==> src/rtl/core/roc_pkg.sv <==
// shared types and constants of the rational open circuit potential unit
package roc_pkg;

  localparam int ACC_W   = 40;  // signed Q.16 accumulator of the curve
  localparam int XI_W    = 18;  // unsigned Q.16 normalized content
  localparam int IFRAC   = 16;
  localparam int RECIP_W = 24;
  localparam int GROUP_W = 32;
  localparam int TYPE_W  = 8;
  localparam int CFG_W   = 32;
  localparam int IDX_W   = 2;
  localparam int QFRAC   = 24;  // fraction bits of the potential

  typedef enum logic [IDX_W-1:0] {
    REG_GROUP_SELECT = 2'd0,
    REG_ACTIVE_TYPE  = 2'd1,
    REG_MAX_RECIP    = 2'd2
  } roc_reg_t;

  // numerator and denominator coefficients, highest power first, Q.16
  localparam logic signed [ACC_W-1:0] NUM_COEF [5] = '{
    -40'sd1160599471, 40'sd3248195421, -40'sd5547021408,
    -40'sd326427570, 40'sd3732993361
  };
  localparam logic signed [ACC_W-1:0] DEN_COEF [4] = '{
    40'sd65536, -40'sd943192933, 40'sd107564386, 40'sd820892913
  };

  // side information that travels down the chain with each item
  typedef struct packed {
    logic valid;
    logic written;
    logic sat;
    logic neg;
    logic dzero;
    logic nneg;
  } roc_flags_t;

endpackage

==> src/rtl/core/roc_horner_cell.sv <==
// one horner step of numerator and, when DSTEP is set, denominator, registered
module roc_horner_cell import roc_pkg::*; #(
  parameter logic signed [ACC_W-1:0] NCOEF = '0,
  parameter logic signed [ACC_W-1:0] DCOEF = '0,
  parameter bit DSTEP = 1'b1
) (
  input  logic                    clk,
  input  logic                    rst,
  input  logic                    en,
  input  roc_flags_t              flags_in,
  input  logic [XI_W-1:0]         xi_in,
  input  logic signed [ACC_W-1:0] nacc_in,
  input  logic signed [ACC_W-1:0] dacc_in,
  output roc_flags_t              flags_out,
  output logic [XI_W-1:0]         xi_out,
  output logic signed [ACC_W-1:0] nacc_out,
  output logic signed [ACC_W-1:0] dacc_out
);

  localparam int PW = ACC_W + XI_W;

  // round(a * x / 2^16), halves away from zero
  function automatic logic signed [ACC_W-1:0] mul_q(input logic signed [ACC_W-1:0] a,
                                                    input logic [XI_W-1:0] x);
    logic [ACC_W-1:0] mag;
    logic [PW-1:0]    prod;
    logic [PW-1:0]    rnd;
    logic [ACC_W-1:0] r;
    mag  = a[ACC_W-1] ? ACC_W'(-a) : ACC_W'(a);
    prod = PW'(mag) * PW'(x);
    rnd  = prod + PW'(1 << (IFRAC - 1));
    r    = rnd[IFRAC +: ACC_W];
    return a[ACC_W-1] ? -$signed(r) : $signed(r);
  endfunction

  logic signed [ACC_W-1:0] nacc_next, dacc_next;

  always_comb begin
    nacc_next = mul_q(nacc_in, xi_in) + NCOEF;
    dacc_next = DSTEP ? mul_q(dacc_in, xi_in) + DCOEF : dacc_in;
  end

  always_ff @(posedge clk) begin
    if (rst) begin
      flags_out <= '0;
    end else if (en) begin
      flags_out <= flags_in;
    end
    if (en) begin
      xi_out   <= xi_in;
      nacc_out <= nacc_next;
      dacc_out <= dacc_next;
    end
  end

endmodule

==> config.mk <==
export PLATFORM = sky130hd
export DESIGN_NAME = roc_horner_cell
export DESIGN_NICKNAME = d
export VERILOG_FILES = /design/src/rtl/core/roc_pkg.sv /design/src/rtl/core/roc_horner_cell.sv
export SDC_FILE = /design/constraint.sdc
export NUM_CORES = 2
export LEC_CHECK = 0
export ABC_CLOCK_PERIOD_IN_PS = 15050
export BUFFER_PORTS_ARGS = -buffer_cell sky130_fd_sc_hd__buf_2
export CAP_MARGIN = 5
export CORE_UTILIZATION = 65
export DETAILED_ROUTE_END_ITERATION = 12
export GPL_TIMING_DRIVEN = 0
export PLACE_DENSITY = 0.83
export SLEW_MARGIN = 25
export SYNTH_ARGS = -nofsm -noshare
export SYNTH_HDL_FRONTEND = slang
export SYNTH_SLANG_ARGS = --single-unit
export TNS_END_PERCENT = 50
==> constraint.sdc <==
create_clock -name clk -period 15.05 [get_ports clk]
set_input_delay 3.7625 -clock clk [delete_from_list [all_inputs] [get_ports clk]]
set_output_delay 3.7625 -clock clk [all_outputs]
set_load 0.03 [all_outputs]
==> metrics.md <==
| Metric | Value |
|---|---|
| Layout cell share with drive strength beyond 1 | 6.40% |
| Clk buf depth | 2 |
| Yosys Warn Count | 0 |
| Die width | between 200 and 300 um |
| Net Count, Synth | between 7000 and 8000 |
| Port Buffers | 208 |
| Main synth FF type | edfxtp_1 |
| Kind of critical path | primary input to flop |
| Final min period | between 10 and 15 ns |
| Syn Inst Count | between 5000 and 6000 |
| Final worst path period share | 98.4% |
| H-tree Lvls | 3 |
| WL/cell | between 20 and 25 um |
| Final Max Tran Viols | 0 |
| Worst-path clk slew | ~0.11 ns |
| Final Skew | 0 ns |
| Number of setup violations in the final report | 0 |
| Iteration-0 DRC Markers | 4049 |
| Slew @ Worst Pin | between 1 and 1.5 ns |
| Antenna violations before repair | 13 |
| Critical path data required time | between 15 and 20 ns |
| Worst Setup Start Kind | primary input |
| Syn Std Cell Area | ~52000 um2 |
| #FFs+latches synth | 104 |
| Min-delay worst type | flop to flop |
| Gr usage total | approximately 46% |
| Final count of hold timing violations | 0 |
| Util after Layout | ~70% |
| Mapped Avg Cell Area | between 8 and 9 um2 |
| Routed vias | ~44000 |
| Number of flops mapped to enable cells by yosys | 98 |
| Initial Util | 66.0% |
| Area Growth Syn to Fin | 6.37% |
| Synth area leaders | fa_1 46%, inv_1 10%, nand2_1 7.7% |
| Die span in y | roughly 290 um |
| Io pins | about 210 |
| Post-CTS Hold Buffers | 0 |
| DRT Pass-1 Iters | 6 |
| FFs w/ async S/R, synth | 0% |
| Post-synthesis sequential area ratio | around 5.9% |
| Wire length of the first global-routing pass | around 270 mm |
| Yosys top cell area share | 46.4% |
| Crit path max fanout | 10 |
| WL final | roughly 180 mm |
| Via density | between 5 and 6 |
| Worst-skew pair later-pin latency | around 0.44 ns |
| Critical Path Sink Type | flop |
| Via count of the first global-routing pass | 45316 |
| Distinct cell type count after synthesis | 94 |
| RSZ-0062 raised after global routing | false |
| NumNets Final | about 7800 |
| Max-cap viol count | 0 |
| DR DRC count | 0 |
| Arr. time, crit path | 15.01 ns |
| CTS Root Cell | clkbuf_16 |
| Gpl congestion | approximately 1.0 |
| Critical Path Most Common Cell | fa_1 |
| Status | finished clean |
| Row cnt | between 100 and 150 |
| Worst slew margin | between 10% and 20% |
| Largest net degree at the start of global routing | between 50 and 60 |
| Hold depth | 2 |
| Fmax | 67.5 MHz |
| Detailed Place HPWL | 152 mm |
| Sink Count | around 100 |
| CP max-delay cell | fa_1 |
| CP peak stage delay | roughly 0.56 ns |
| CTS tree | done |
| Area of the core | between 70000 and 80000 um2 |
| DRT antenna net count | 0 |
| Gr ovfl total | 0 |
| Cell taking the most area after synthesis | fa_1 |
| Die area | 81700 um2 |
| CTS Buf Count | 9 |
| Register-to-Register Path Depth | 2 |
==> synth_stat cells, types with 6 or more instances <==
library cell	instances
nor2b_1	24
fa_1	1214
edfxtp_1	98
nand2_1	1069
a21o_1	39
nor3_1	28
o41ai_1	18
inv_1	1402
o21bai_1	14
a211o_1	7
mux2i_1	12
o21ai_0	96
nor2_1	72
ha_1	310
a211oi_1	13
dfxtp_1	6
a21oi_1	101
o21a_1	18
nand3_1	38
and3_1	9
xor2_1	32
and4_1	6
a31oi_1	16
clkbuf_1	285
o21ai_1	14
o211ai_1	21
or4_1	22
or2_2	20
xnor2_1	182
or3_1	28
buf_2	13
a21boi_0	6
a221o_1	6
nor4_1	17
and2_1	513
o31ai_1	42
nand4_1	30
a21oi_2	8
nand2b_1	18
==> per-layer routing <==
metal,vias to the layer above,share of wire [%],global-route usage (%)
met3,657,13,13.9
li1,18317,-,-
met2,2822,44,70.2
met4,12,7.5,28.0
met1,21790,35,56.9
met5,-,0.070,0.523
==> critical path: cells and delay by family <==
family	cells	cell delay (ns)
buffers and inverters	7	1.00
adder cells (fa/ha/maj)	8	3.76
AND/OR/NAND/NOR	13	4.66
XOR/XNOR	3	0.61
AO/OA/AOI/OAI	4	1.17
==> repair_timing <==
item	in CTS	in global routing
gates resized for setup	7	24
setup buffers	2	8
pin swaps	1	3
setup endpoints to repair	13	30
==> cells in the final DEF, fill, tap and decap left out, drive strengths merged, types with 27 or more instances in the layout <==
master / synthesis / routed
or3: 28 / 28
inv: 1402 / 1404
a21o: 39 / 39
nand4: 31 / 31
xnor2: 183 / 183
a21oi: 110 / 110
clkbuf: 285 / 289
o21ai: 112 / 112
buf: 18 / 244
o31ai: 43 / 43
or4: 27 / 27
nand3: 38 / 38
xor2: 32 / 32
nor2: 72 / 72
ha: 310 / 310
nor3: 28 / 28
nand2: 1069 / 1069
edfxtp: 98 / 98
and2: 514 / 514
fa: 1214 / 1214
==> worst paths after layout <==
check / startpoint / to / slack [ns]
setup reg to reg: flags_out[0] / flags_out[0] / 14.41
setup / recovery: nacc_in[0] / nacc_out[39] / 0.24
hold / removal: flags_out[1] / flags_out[1] / 0.53
hold reg to reg: flags_out[1] / flags_out[1] / 0.53
==> area by class of cell <==
cell class / count / area [um2]
Clock inverter: 7 / 97.6
Inverter: 1402 / 5260
Buffer: 300 / 1190
Antenna cell: 21 / 52.6
Tap cell: 1050 / 1310
Timing Repair Buffer: 224 / 1200
Sequential cell: 104 / 3060
Clock buffer: 9 / 225
Fill cell: 6331 / 23700
Multi-Input combinational cell: 4172 / 43300
==> flip-flops by register name (all words and copies together), names as in the netlist <==
name	count
dacc_out	40
flags_out	6
nacc_out	40
xi_out	18
==> stage by stage <==
stage | cells | hold WS (ns) | setup TNS [ns] | setup slack (ns) | cell area [um2]
final | 7289 | 0.528 | 0 | 0.244 | 55700
after global routing | 7268 | 0.555 | 0 | 0.0119 | 55600
after floorplan | 5981 | 0.630 | 0 | 1.40 | 52400
after global placement | 7239 | 0.473 | -30.11 | -1.60 | 54700
after CTS | 7260 | 0.520 | 0 | 0.0702 | 55400
after detailed placement | 7242 | 0.498 | -13.71 | -0.745 | 55000
==> logic make-up after synthesis <==
| logic type | synth area share, % |
|---|---|
| simple gates | 17.7 |
| buf+inv | 12.3 |
| fa+ha+maj | 53.8 |
| compound gates | 6.54 |
| xor+xnor | 3.61 |
| flops | 5.85 |
| mux | 0.251 |
Power is not shown: default switching activity piles up to over one toggle a cycle in this logic, so the estimate is an artifact.
