File: config.mk
export PLATFORM = sky130hd
export DESIGN_NAME = roc_div_cell
export DESIGN_NICKNAME = d
export VERILOG_FILES = /design/src/rtl/core/roc_pkg.sv /design/src/rtl/core/roc_div_cell.sv
export SDC_FILE = /design/constraint.sdc
export NUM_CORES = 1
export LEC_CHECK = 0
export BUFFER_PORTS_ARGS = -buffer_cell sky130_fd_sc_hd__buf_2
export CELL_PAD_IN_SITES_DETAIL_PLACEMENT = 1
export CELL_PAD_IN_SITES_GLOBAL_PLACEMENT = 2
export CORE_MARGIN = 2
export CORE_UTILIZATION = 27
export DETAILED_ROUTE_END_ITERATION = 6
export PLACE_DENSITY_LB_ADDON = 0.2
export SLEW_MARGIN = 40
export SYNTH_ARGS = -nofsm -noshare
export SYNTH_HDL_FRONTEND = slang
export SYNTH_SLANG_ARGS = --single-unit
File: constraint.sdc
create_clock -name clk -period 2.7 [get_ports clk]
set_input_delay 0 -clock clk [delete_from_list [all_inputs] [get_ports clk]]
set_output_delay 0 -clock clk [all_outputs]
set_load 0.1 [all_outputs]
File: src/rtl/core/roc_pkg.sv
// shared types and constants of the rational open circuit potential unit
package roc_pkg;

  localparam int ACC_W   = 40;  // signed Q.16 accumulator of the curve
  localparam int XI_W    = 18;  // unsigned Q.16 normalized content
  localparam int IFRAC   = 16;
  localparam int RECIP_W = 24;
  localparam int GROUP_W = 32;
  localparam int TYPE_W  = 8;
  localparam int CFG_W   = 32;
  localparam int IDX_W   = 2;
  localparam int QFRAC   = 24;  // fraction bits of the potential

  typedef enum logic [IDX_W-1:0] {
    REG_GROUP_SELECT = 2'd0,
    REG_ACTIVE_TYPE  = 2'd1,
    REG_MAX_RECIP    = 2'd2
  } roc_reg_t;

  // numerator and denominator coefficients, highest power first, Q.16
  localparam logic signed [ACC_W-1:0] NUM_COEF [5] = '{
    -40'sd1160599471, 40'sd3248195421, -40'sd5547021408,
    -40'sd326427570, 40'sd3732993361
  };
  localparam logic signed [ACC_W-1:0] DEN_COEF [4] = '{
    40'sd65536, -40'sd943192933, 40'sd107564386, 40'sd820892913
  };

  // side information that travels down the chain with each item
  typedef struct packed {
    logic valid;
    logic written;
    logic sat;
    logic neg;
    logic dzero;
    logic nneg;
  } roc_flags_t;

endpackage

File: src/rtl/core/roc_div_cell.sv
// one restoring division step: decides quotient bit K
module roc_div_cell import roc_pkg::*; #(
  parameter int RW = 65,
  parameter int MW = 40,
  parameter int QW = 33,
  parameter int K  = 0
) (
  input  logic          clk,
  input  logic          rst,
  input  logic          en,
  input  roc_flags_t    flags_in,
  input  logic [RW-1:0] rem_in,
  input  logic [MW-1:0] md_in,
  input  logic [QW-1:0] q_in,
  output roc_flags_t    flags_out,
  output logic [RW-1:0] rem_out,
  output logic [MW-1:0] md_out,
  output logic [QW-1:0] q_out
);

  localparam int CMPW = ((MW + K) > RW) ? (MW + K + 1) : (RW + 1);

  logic [CMPW-1:0] sub;
  logic [CMPW-1:0] rem_x;
  logic            take;
  logic [RW-1:0]   rem_next;
  logic [QW-1:0]   q_next;

  always_comb begin
    sub      = CMPW'(md_in) << K;
    rem_x    = CMPW'(rem_in);
    take     = rem_x >= sub;
    rem_next = take ? RW'(rem_x - sub) : rem_in;
    q_next   = q_in;
    q_next[K] = take;
  end

  always_ff @(posedge clk) begin
    if (rst) begin
      flags_out <= '0;
    end else if (en) begin
      flags_out <= flags_in;
    end
    if (en) begin
      rem_out <= rem_next;
      md_out  <= md_in;
      q_out   <= q_next;
    end
  end

endmodule

==> results.sh, run 1 <==
export IMPL_outcome="finished, final reports clean"
export IMPL_ys_seq_elements=144
export IMPL_fin_area_mm2=0.0132
export IMPL_crit_type="input pin to flip-flop"
export IMPL_top_layer="met4"
export IMPL_avgSynthCellArea_um2=10.4
export IMPL_ys_seq_area_share_pct=52.0
export IMPL_rr_endpoint="flags_out[1]"
export IMPL_synth_cells=786
export IMPL_htree_levels=4
export IMPL_startpoint="md_in[34]"
export IMPL_place_gp_congestion=0.819
export IMPL_die_y_um=178
export IMPL_tns_ns=0
export IMPL_yosys_area_top_type="edfxtp_1"
export IMPL_boundaryPins=291
export IMPL_ff2ff_setup_slack_ns=1.54
export IMPL_finalClockSkew_ns=0
export IMPL_grt_pass1_vias=8512
export IMPL_dp_hpwl_um=22600
export IMPL_setup_violations=0
export IMPL_crit_family="buffers and inverters"
export IMPL_holdCritPathClass="input pin to flip-flop"
export IMPL_rows=63
export IMPL_seqCellArea_mm2=0.00426
export IMPL_maxCapViolCount=0
export IMPL_slew_headroom_pct=54.2
export IMPL_worstPathRequired_ns=2.88
export IMPL_yosysMostFrequentCell="edfxtp_1"
export IMPL_dr_pass1_iters=4
export IMPL_cp_end_kind="flip-flop"
export IMPL_min_to="rem_out[52]"
export IMPL_fillers=3466
export IMPL_async_reset_ff_share_pct=0
export IMPL_synth_top_area_share_pct=50.5
export IMPL_clk_path_buf_depth=2
export IMPL_r2r_cells=3
export IMPL_layout_setup_ws_ns=0.0990
export IMPL_drc=0
export IMPL_synth_flop_cell="edfxtp_1"
export IMPL_worstPathCellList="dlygate4sd3_1 -> buf_2 -> inv_1 -> ha_1 -> and4_1 -> nand2_1 -> nor2_1 -> and3_1 -> a31oi_4 -> inv_2 -> nor4_4 -> buf_4 -> buf_12 -> mux2_2"
export IMPL_drive_gt1_share_pct=37.1
export IMPL_die_area_mm2=0.0318
export IMPL_root_buffer="clkbuf_16"
export IMPL_fin_crit_ns=2.60
export IMPL_ir_drop_mv=0.314
export IMPL_timing_final_crit_share_pct=96.3
export IMPL_reg2reg_from="flags_out[1]"
export IMPL_drt_iter0_drc=262
export IMPL_synthTopCellsByArea="edfxtp_1 51%, ha_1 6.1%, o21ai_0 3.8%, nand2_1 3.8%, a21oi_1 3.5%"
export IMPL_place_ws_ns=-0.458
export IMPL_path_max_fanout=11
export IMPL_antenna_found_initial=0
export IMPL_wl_per_cell_um=17.4
export IMPL_rsz0062_at_grt="false"
export IMPL_ant_nets=0
export IMPL_synthTopCellsByCount="138 x edfxtp_1, 82 x nand2_1, 62 x o21ai_0"
export IMPL_finish_utilization_pct=44.2
export IMPL_nNetsFinal=1522
export IMPL_holdPathStages=3
export IMPL_synth_distinct_cells=65
export IMPL_powerDensity_mw_per_mm2=662
export IMPL_cts_tree="yes"
export IMPL_drt_met1_wl_um=13900
export IMPL_wl_met3_um=1550
export IMPL_synth_edf_count=138
export IMPL_hold_start="rem_in[52]"
export IMPL_core_area_mm2=0.0298
export IMPL_grt_usage_pct=18.7
export IMPL_critPathBufInv=6
export IMPL_vias=8028
export IMPL_grt_pass1_wl_um=46000
export IMPL_grt_max_degree=59
export IMPL_fmax_mhz=384
export IMPL_multi_input_area_mm2=0.00365
export IMPL_grt_remaining_overflow=0
export IMPL_wl_met2_um=14600
export IMPL_critPathSlowestCell="dlygate4sd3_1"
export IMPL_postPlaceCellArea_mm2=0.0111
export IMPL_finalWirelength_um=30300
export IMPL_via_per_inst=4.62
export IMPL_synthesis_nets=974
export IMPL_slowest_delay_ns=0.52
export IMPL_numCtsBuffers=17
export IMPL_diodes=0
export IMPL_io_buffers=289
export IMPL_clk_latency_ns=0.43
export IMPL_clock_sinks=144
export IMPL_start_util_pct=27.5
export IMPL_worst_slew_pin_slew_ns=0.681
export IMPL_arrival_ns=2.78
export IMPL_area_growth_pct=60.5
export IMPL_leakagePower_nw=5.68
export IMPL_syn_area_mm2=0.00821
export IMPL_die_w_um=178
export IMPL_clk_pin_slew_worst_paths_ns=0.07
export IMPL_slew_viol_final=0
export IMPL_start_kind="input pin"
export IMPL_hold_viol=0
export IMPL_ys_warn_count=0
placed cells by master, fill, tap and decap left out, types with 23 or more instances in the layout:
cell type and count:
o21ai_0 62, edfxtp_1 138, ha_1 36, inv_1 60, xor2_1 23, buf_4 135, nand2_1 81, a21oi_1 56
dlygate4sd3_1 130, nor2_1 58, xnor2_1 32, buf_2 288
kinds of logic after synthesis:
kind of cell    Yosys count  synth area share [%]
buf+inv                  93                  4.77
fa+ha+maj                41                  6.34
simple gates            244                  14.5
xor+xnor                 55                  5.87
mux                      11                  1.40
compound gates          198                  15.1
flops                   144                  52.0
tightest hold or removal path: stages:
cell and delay (ns):
buf_2 0.12, xor2_1 0.09, nor2_1 0.10
timing repair:
action / CTS / global route
hold endpoints to repair: 129 / 0
pin swaps: 1 / 7
endpoints found under the setup margin: 18 / 56
buffers inserted: 0 / 4
resized for setup: 0 / 19
hold buffers: 130 / 0
gates cloned: 0 / 2
flip-flops by register name, indices dropped and copies added (netlist names):
| name | flops |
|---|---|
| flags_out | 6 |
| q_out | 33 |
| rem_out | 65 |
| md_out | 40 |
worst max-delay path by stage:
stage / end / slack [ns] / cells after the start
3_5_place_dp: rem_out[51] / -0.46 / 13
4_1_cts: rem_out[56] / 0.01 / 13
3_3_place_gp: rem_out[48] / -0.40 / 13
6_report: rem_out[22] / 0.1 / 14
5_1_grt: rem_out[22] / 0.001 / 13
2_1_floorplan: rem_out[57] / 0.001 / 12
final cells by class:
class                   count  area share [%]
clock inverters            15            1.64
multi-input cells         549            27.7
well taps                 390            3.71
clock buffers              17            3.23
inverters                  61            1.74
flip-flops and latches    144            32.4
repair buffers            561            29.6
through the flow:
step                      cells  hold WS [ns]  power [mW]
final                      1737       0.00575        8.72
after global routing       1737        0.0251        9.07
after CTS                  1731       0.00148        8.79
after detailed placement   1569         0.178        5.97
after global placement     1569         0.176        5.95
after floorplan             786        0.0724        5.11
report_power, final:
| part | leakage [nW] | switching, mW | internal, mW | total (mW) |
|---|---|---|---|---|
| sequential | 1.40 | 0.0661 | 2.73 | 2.79 |
| combinational | 3.96 | 2.44 | 0.839 | 3.28 |
| clock | 0.316 | 1.13 | 1.51 | 2.65 |
| total | 5.68 | 3.64 | 5.08 | 8.72 |
routing by layer:
| layer | global-route usage (%) | vias up |
|---|---|---|
| li1 | - | 3970 |
| met1 | 24.7 | 3819 |
| met2 | 31.9 | 225 |
| met3 | 3.22 | 14 |
| met4 | 3.90 | 0 |
| met5 | 0 | - |
No activity file was read; power rests on OpenSTA's default activity.
==> run 2, diff against run 1 <==
- CORE_UTILIZATION: 27 -> 28
- CTS_BUF_LIST: not set -> sky130_fd_sc_hd__clkbuf_8
==> run 2 against run 1 <==
Net effect: maximum frequency down 0.60%; largest cell class unchanged; clock power down 20%; clock-buffer cell count unchanged.
==> results.sh, run 2 (synthesis gave the netlist of run 1 again) <==
export IMPL_postPlaceCellArea_mm2=0.0110
export IMPL_numCtsBuffers=17
export IMPL_dr_pass1_iters=4
export IMPL_antenna_found_initial=0
export IMPL_clk_pin_slew_worst_paths_ns=0.10
export IMPL_finalClockSkew_ns=0
export IMPL_ir_drop_mv=0.325
export IMPL_area_growth_pct=59.3
export IMPL_fin_crit_ns=2.62
export IMPL_fin_area_mm2=0.0131
export IMPL_root_buffer="clkbuf_8"
export IMPL_io_buffers=289
export IMPL_clk_path_buf_depth=2
export IMPL_dp_hpwl_um=22800
export IMPL_place_ws_ns=-0.403
export IMPL_leakagePower_nw=5.63
export IMPL_slew_viol_final=0
export IMPL_start_util_pct=28.5
export IMPL_arrival_ns=2.85
export IMPL_hold_ws_ns=0.0490
export IMPL_grt_pass1_wl_um=47200
export IMPL_wl_per_cell_um=17.6
export IMPL_critPathSlowestCell="dlygate4sd3_1"
export IMPL_worstPathRequired_ns=2.94
export IMPL_die_y_um=175
export IMPL_drt_iter0_drc=359
export IMPL_layout_setup_ws_ns=0.0834
export IMPL_hold_viol=0
export IMPL_place_inst=1556
export IMPL_diodes=0
export IMPL_ant_nets=0
export IMPL_fmax_mhz=382
export IMPL_largestRegisters="rem_out: 65 flops, md_out: 40 flops, q_out: 33 flops"
export IMPL_timing_final_crit_share_pct=96.9
export IMPL_tns_ns=0
export IMPL_slowest_delay_ns=0.53
export IMPL_total_power_mw=8.19
export IMPL_finalWirelength_um=30500
export IMPL_htree_levels=4
export IMPL_grt_pass1_vias=8752
export IMPL_vias=7985
export IMPL_place_gp_congestion=0.832
export IMPL_top_register="rem_out"
export IMPL_nNetsFinal=1530
export IMPL_grt_max_degree=58
export IMPL_cp_end_kind="flip-flop"
export IMPL_worstPathCellList="dlygate4sd3_1 -> buf_2 -> ha_1 -> buf_4 -> nand4_1 -> nor4_2 -> a31oi_2 -> inv_2 -> nor4_4 -> buf_12 -> buf_4 -> nor3_1 -> a21o_1"
export IMPL_critPathBufInv=6
export IMPL_via_per_inst=4.59
export IMPL_slew_headroom_pct=54.2
export IMPL_clock_sinks=144
export IMPL_powerDensity_mw_per_mm2=627
export IMPL_stdcell_count=1739
export IMPL_finish_utilization_pct=45.4
export IMPL_die_area_mm2=0.0307
export IMPL_boundaryPins=291
export IMPL_cts_tree="yes"
export IMPL_setup_violations=0
export IMPL_start_kind="input pin"
export IMPL_holdCritPathClass="input pin to flip-flop"
export IMPL_worst_slew_pin_slew_ns=0.680
export IMPL_drc=0
export IMPL_crit_family="buffers and inverters"
export IMPL_core_area_mm2=0.0288
export IMPL_largest_reg_flops=65
export IMPL_grt_usage_pct=19.6
export IMPL_final_common_cell="buf_2"
export IMPL_drive_gt1_share_pct=36.1
export IMPL_die_w_um=175
export IMPL_maxCapViolCount=0
export IMPL_rows=62
export IMPL_path_common_cell="buf_4"
export IMPL_outcome="finished, final reports clean"
export IMPL_path_max_fanout=8
export IMPL_clk_latency_ns=0.47
export IMPL_grt_remaining_overflow=0
export IMPL_mostFrequentLayoutCells="288 x buf_2, 143 x dlygate4sd3_1, 138 x edfxtp_1"
export IMPL_crit_type="input pin to flip-flop"
-- run 2: changes by cell type in the layout (fill, tap and decap cells not counted), moves of 2 or more --
cell           previous run  this run
clkbuf_8                  0        17
nor3_1                   13        15
dlygate4sd3_1           130       143
nor3_2                    5         3
ha_1                     36        38
ha_2                      3         1
buf_4                   135       129
clkbuf_16                19         3
-- run 2: final cells by class --
class                           instances  area (um^2)
Multi-Input combinational cell        549         3600
Clock inverter                         15          236
Clock buffer                           17          234
Sequential cell                       144         4260
Inverter                               61          229
Fill cell                            3303        15700
Timing Repair Buffer                  569         4030
Tap cell                              384          480
-- run 2: routing by layer --
| metal | part of all wire, % | GRT usage (%) | vias up | wire [um] |
|---|---|---|---|---|
| li1 | - | - | 3973 | - |
| met1 | 44 | 24.7 | 3744 | 13400 |
| met2 | 49 | 34.0 | 239 | 14900 |
| met3 | 5.8 | 4.07 | 29 | 1780 |
| met4 | 1.4 | 5.21 | 0 | 428 |
| met5 | 0 | 0 | - | 0 |
-- run 2: where the power goes --
part	internal, mW	total (mW)	switching [mW]
sequential	2.73	2.79	0.0613
combinational	0.848	3.29	2.45
clock	1.06	2.11	1.05
total	4.63	8.19	3.56
-- run 2: final timing paths --
check | from | endpoint | slack [ns] | depth (start not counted)
max | rem_in[36] | rem_out[63] | 0.08 | 13
min | rem_in[58] | rem_out[58] | 0.05 | 4
max reg2reg | flags_out[5] | flags_out[5] | 1.54 | 3
min reg2reg | flags_out[0] | flags_out[0] | 0.50 | 2
-- run 2: repair_timing --
| item | 4_1_cts | 5_1_grt |
|---|---|---|
| setup endpoints to repair | 0 | 53 |
| hold buffers | 143 | 0 |
| buffers inserted | 0 | 5 |
| gates resized for setup | 0 | 13 |
| hold endpoints to repair | 149 | 0 |
-- run 2: worst min-delay path, stage by stage --
cell,delay (ns)
buf_2,0.11
buf_4,0.11
xnor2_1,0.08
nor2_1,0.10
==> run 3, diff against run 2 <==
- ABC_AREA: not set -> 1
- CORE_UTILIZATION: 28 -> 26
- REMOVE_ABC_BUFFERS: not set -> 1
==> run 3 against run 2 <==
Net effect: clock power down 16%; critical path depth up 4; clock skew unchanged; synthesized cell count up 76%; largest power group unchanged; global-route usage up 1.6 points; combinational power about the same; final cell count up 36%; critical endpoint is now rem_out[34]; wire length up 34%; power down 4.1%.
==> results.sh, run 3 <==
export IMPL_pwr_share_seq_pct=35.4
export IMPL_slew_viol_final=0
export IMPL_dp_hpwl_um=32500
export IMPL_largestRegisters="rem_out: 65 flops, md_out: 40 flops, q_out: 33 flops"
export IMPL_p_switching_mw=3.68
export IMPL_vias=10300
export IMPL_avgSynthCellArea_um2=7.15
export IMPL_async_reset_ff_share_pct=0
export IMPL_layout_setup_ws_ns=0.181
export IMPL_outcome="finished, final reports clean"
export IMPL_ir_drop_mv=0.315
export IMPL_htree_levels=4
export IMPL_fmax_mhz=397
export IMPL_ys_warn_count=0
export IMPL_grt_max_degree=60
export IMPL_maxCapViolCount=0
export IMPL_tns_ns=0
export IMPL_intPower_mw=4.17
export IMPL_finalWirelength_um=40900
export IMPL_syn_area_mm2=0.00990
export IMPL_root_buffer="clkbuf_8"
export IMPL_clock_sinks=144
export IMPL_largest_reg_flops=65
export IMPL_arrival_ns=2.78
export IMPL_start_util_pct=26.3
export IMPL_worstPathRequired_ns=2.96
export IMPL_critPathSlowestCell="dlygate4sd3_1"
export IMPL_die_area_mm2=0.0396
export IMPL_rows=71
export IMPL_cp_end_kind="flip-flop"
export IMPL_powerDensity_mw_per_mm2=564
export IMPL_ant_nets=0
export IMPL_synthTopCellsByArea="edfxtp_1 42%, nand2_1 22%, inv_1 9.6%, ha_1 5.1%, nor2_1 4.2%"
export IMPL_fin_crit_ns=2.52
export IMPL_boundaryPins=291
export IMPL_cts_tree="yes"
export IMPL_final_common_cell="nand2_1"
export IMPL_fillers=4751
export IMPL_timing_final_crit_share_pct=93.3
export IMPL_synth_cells=1384
export IMPL_worst_slew_pin_slew_ns=0.644
export IMPL_grt_pass1_vias=10900
export IMPL_io_buffers=289
export IMPL_worstPathCellList="dlygate4sd3_1 -> buf_2 -> inv_1 -> ha_1 -> fa_1 -> nor2_1 -> nand2_1 -> nand3_1 -> nand2_1 -> nand2_1 -> nand2_1 -> nand2_1 -> nand2_1 -> nand3_1 -> nand2_1 -> nand2_1 -> nand2_1"
export IMPL_dr_pass1_iters=5
export IMPL_numCtsBuffers=17
export IMPL_pwr_share_comb_pct=42.1
export IMPL_rsz0062_at_grt="false"
export IMPL_leakagePower_nw=7.22
export IMPL_grt_pass1_wl_um=62400
export IMPL_clk_latency_ns=0.50
export IMPL_die_w_um=199
export IMPL_finalClockSkew_ns=0
export IMPL_synth_flop_cell="edfxtp_1"
export IMPL_place_ws_ns=0.196
export IMPL_yosysMostFrequentCell="nand2_1"
export IMPL_start_kind="input pin"
export IMPL_grt_usage_pct=21.2
export IMPL_cts_setup_buffers=0
export IMPL_clk_pin_slew_worst_paths_ns=0.09
export IMPL_crit_type="input pin to flip-flop"
export IMPL_wl_per_cell_um=17.3
export IMPL_ys_seq_elements=144
export IMPL_clockPowerShare_pct=22.5
export IMPL_antenna_found_initial=1
export IMPL_yosys_area_top_type="edfxtp_1"
export IMPL_mostFrequentLayoutCells="578 x nand2_1, 288 x buf_2, 252 x inv_1"
export IMPL_core_area_mm2=0.0376
export IMPL_synth_edf_count=138
export IMPL_synthTopCellsByCount="579 x nand2_1, 252 x inv_1, 138 x edfxtp_1"
export IMPL_slew_headroom_pct=57.1
export IMPL_holdCritPathClass="input pin to flip-flop"
export IMPL_via_per_inst=4.34
export IMPL_nNetsFinal=2029
export IMPL_path_max_fanout=4
export IMPL_netSwitchingFraction_pct=46.9
export IMPL_drt_iter0_drc=367
export IMPL_die_y_um=199
export IMPL_area_growth_pct=40.7
export IMPL_synth_top_area_share_pct=41.9
export IMPL_setup_violations=0
export IMPL_place_gp_congestion=0.852
export IMPL_drc=0
export IMPL_slowest_delay_ns=0.55
export IMPL_synth_distinct_cells=33
export IMPL_clk_path_buf_depth=2
export IMPL_ys_seq_area_share_pct=43.1
export IMPL_grt_remaining_overflow=0
export IMPL_path_common_cell="nand2_1"
export IMPL_top_register="rem_out"
export IMPL_hold_viol=0
export IMPL_drive_gt1_share_pct=20.2
-- run 3: metal layers --
metal / vias up / GRT usage [%] / wire length, um
met5: - / 0 / 0
met4: 0 / 5.06 / 405
met3: 16 / 2.97 / 1730
met2: 218 / 34.7 / 18300
met1: 4816 / 29.4 / 20500
li1: 5225 / - / -
-- run 3: kinds of logic after synthesis --
| logic type | after synthesis | share of synthesized area, % |
|---|---|---|
| buf+inv | 288 | 11.3 |
| simple gates | 820 | 34.5 |
| compound gates | 60 | 3.13 |
| flops | 144 | 43.1 |
| xor+xnor | 31 | 2.74 |
| fa+ha+maj | 41 | 5.26 |
-- run 3: what timing repair did --
action                     in CTS  in global routing
gates resized for setup         0                  2
setup endpoints to repair       0                  6
hold endpoints to repair      186                  0
hold buffers                  147                  0
-- run 3: power by group through the flow --
stage | Combinational, mW | Sequential [mW] | Clock, mW
global placement | 3.13 | 2.82 | 0
floorplan | 0.739 | 4.47 | 0
CTS | 3.32 | 2.78 | 1.85
detailed placement | 3.15 | 2.83 | 0
global route | 3.54 | 2.81 | 1.91
finish | 3.30 | 2.78 | 1.77
-- run 3: final timing paths --
kind / cells after the start / from / to / slack (ns)
worst max-delay path: 17 / rem_in[0] / rem_out[34] / 0.18
worst min-delay path: 2 / q_in[25] / q_out[25] / 0.20
worst max register to register: 3 / flags_out[0] / flags_out[0] / 1.56
worst min register to register: 2 / flags_out[4] / flags_out[4] / 0.47
-- run 3: final cells by class --
type | count | area, um^2 | area share [%]
flip-flops and latches | 144 | 4260 | 30.6
well taps | 511 | 639 | 4.59
diodes | 1 | 2.50 | 0.0180
clock inverters | 15 | 153 | 1.10
multi-input cells | 952 | 4520 | 32.4
clock buffers | 17 | 234 | 1.68
inverters | 269 | 1010 | 7.25
repair buffers | 457 | 3110 | 22.3
-- run 3: worst max-delay path, delay by kind of cell --
family / cells / cell delay [ns]
simple gates: 12 / 1.38
buf+inv: 3 / 0.71
fa+ha+maj: 2 / 0.69
-- run 3: metrics by stage --
stage	cells	util [%]	instance area (um^2)	total power [mW]	hold slack [ns]
floorplan	1365	-	9790	5.21	0.0691
global placement	2186	32.1	12100	5.96	0.177
detailed placement	2186	32.1	12100	5.98	0.178
CTS	2365	37.0	13900	7.96	0.145
global route	2366	37.1	13900	8.26	0.169
finish	2366	37.1	13900	7.86	0.197
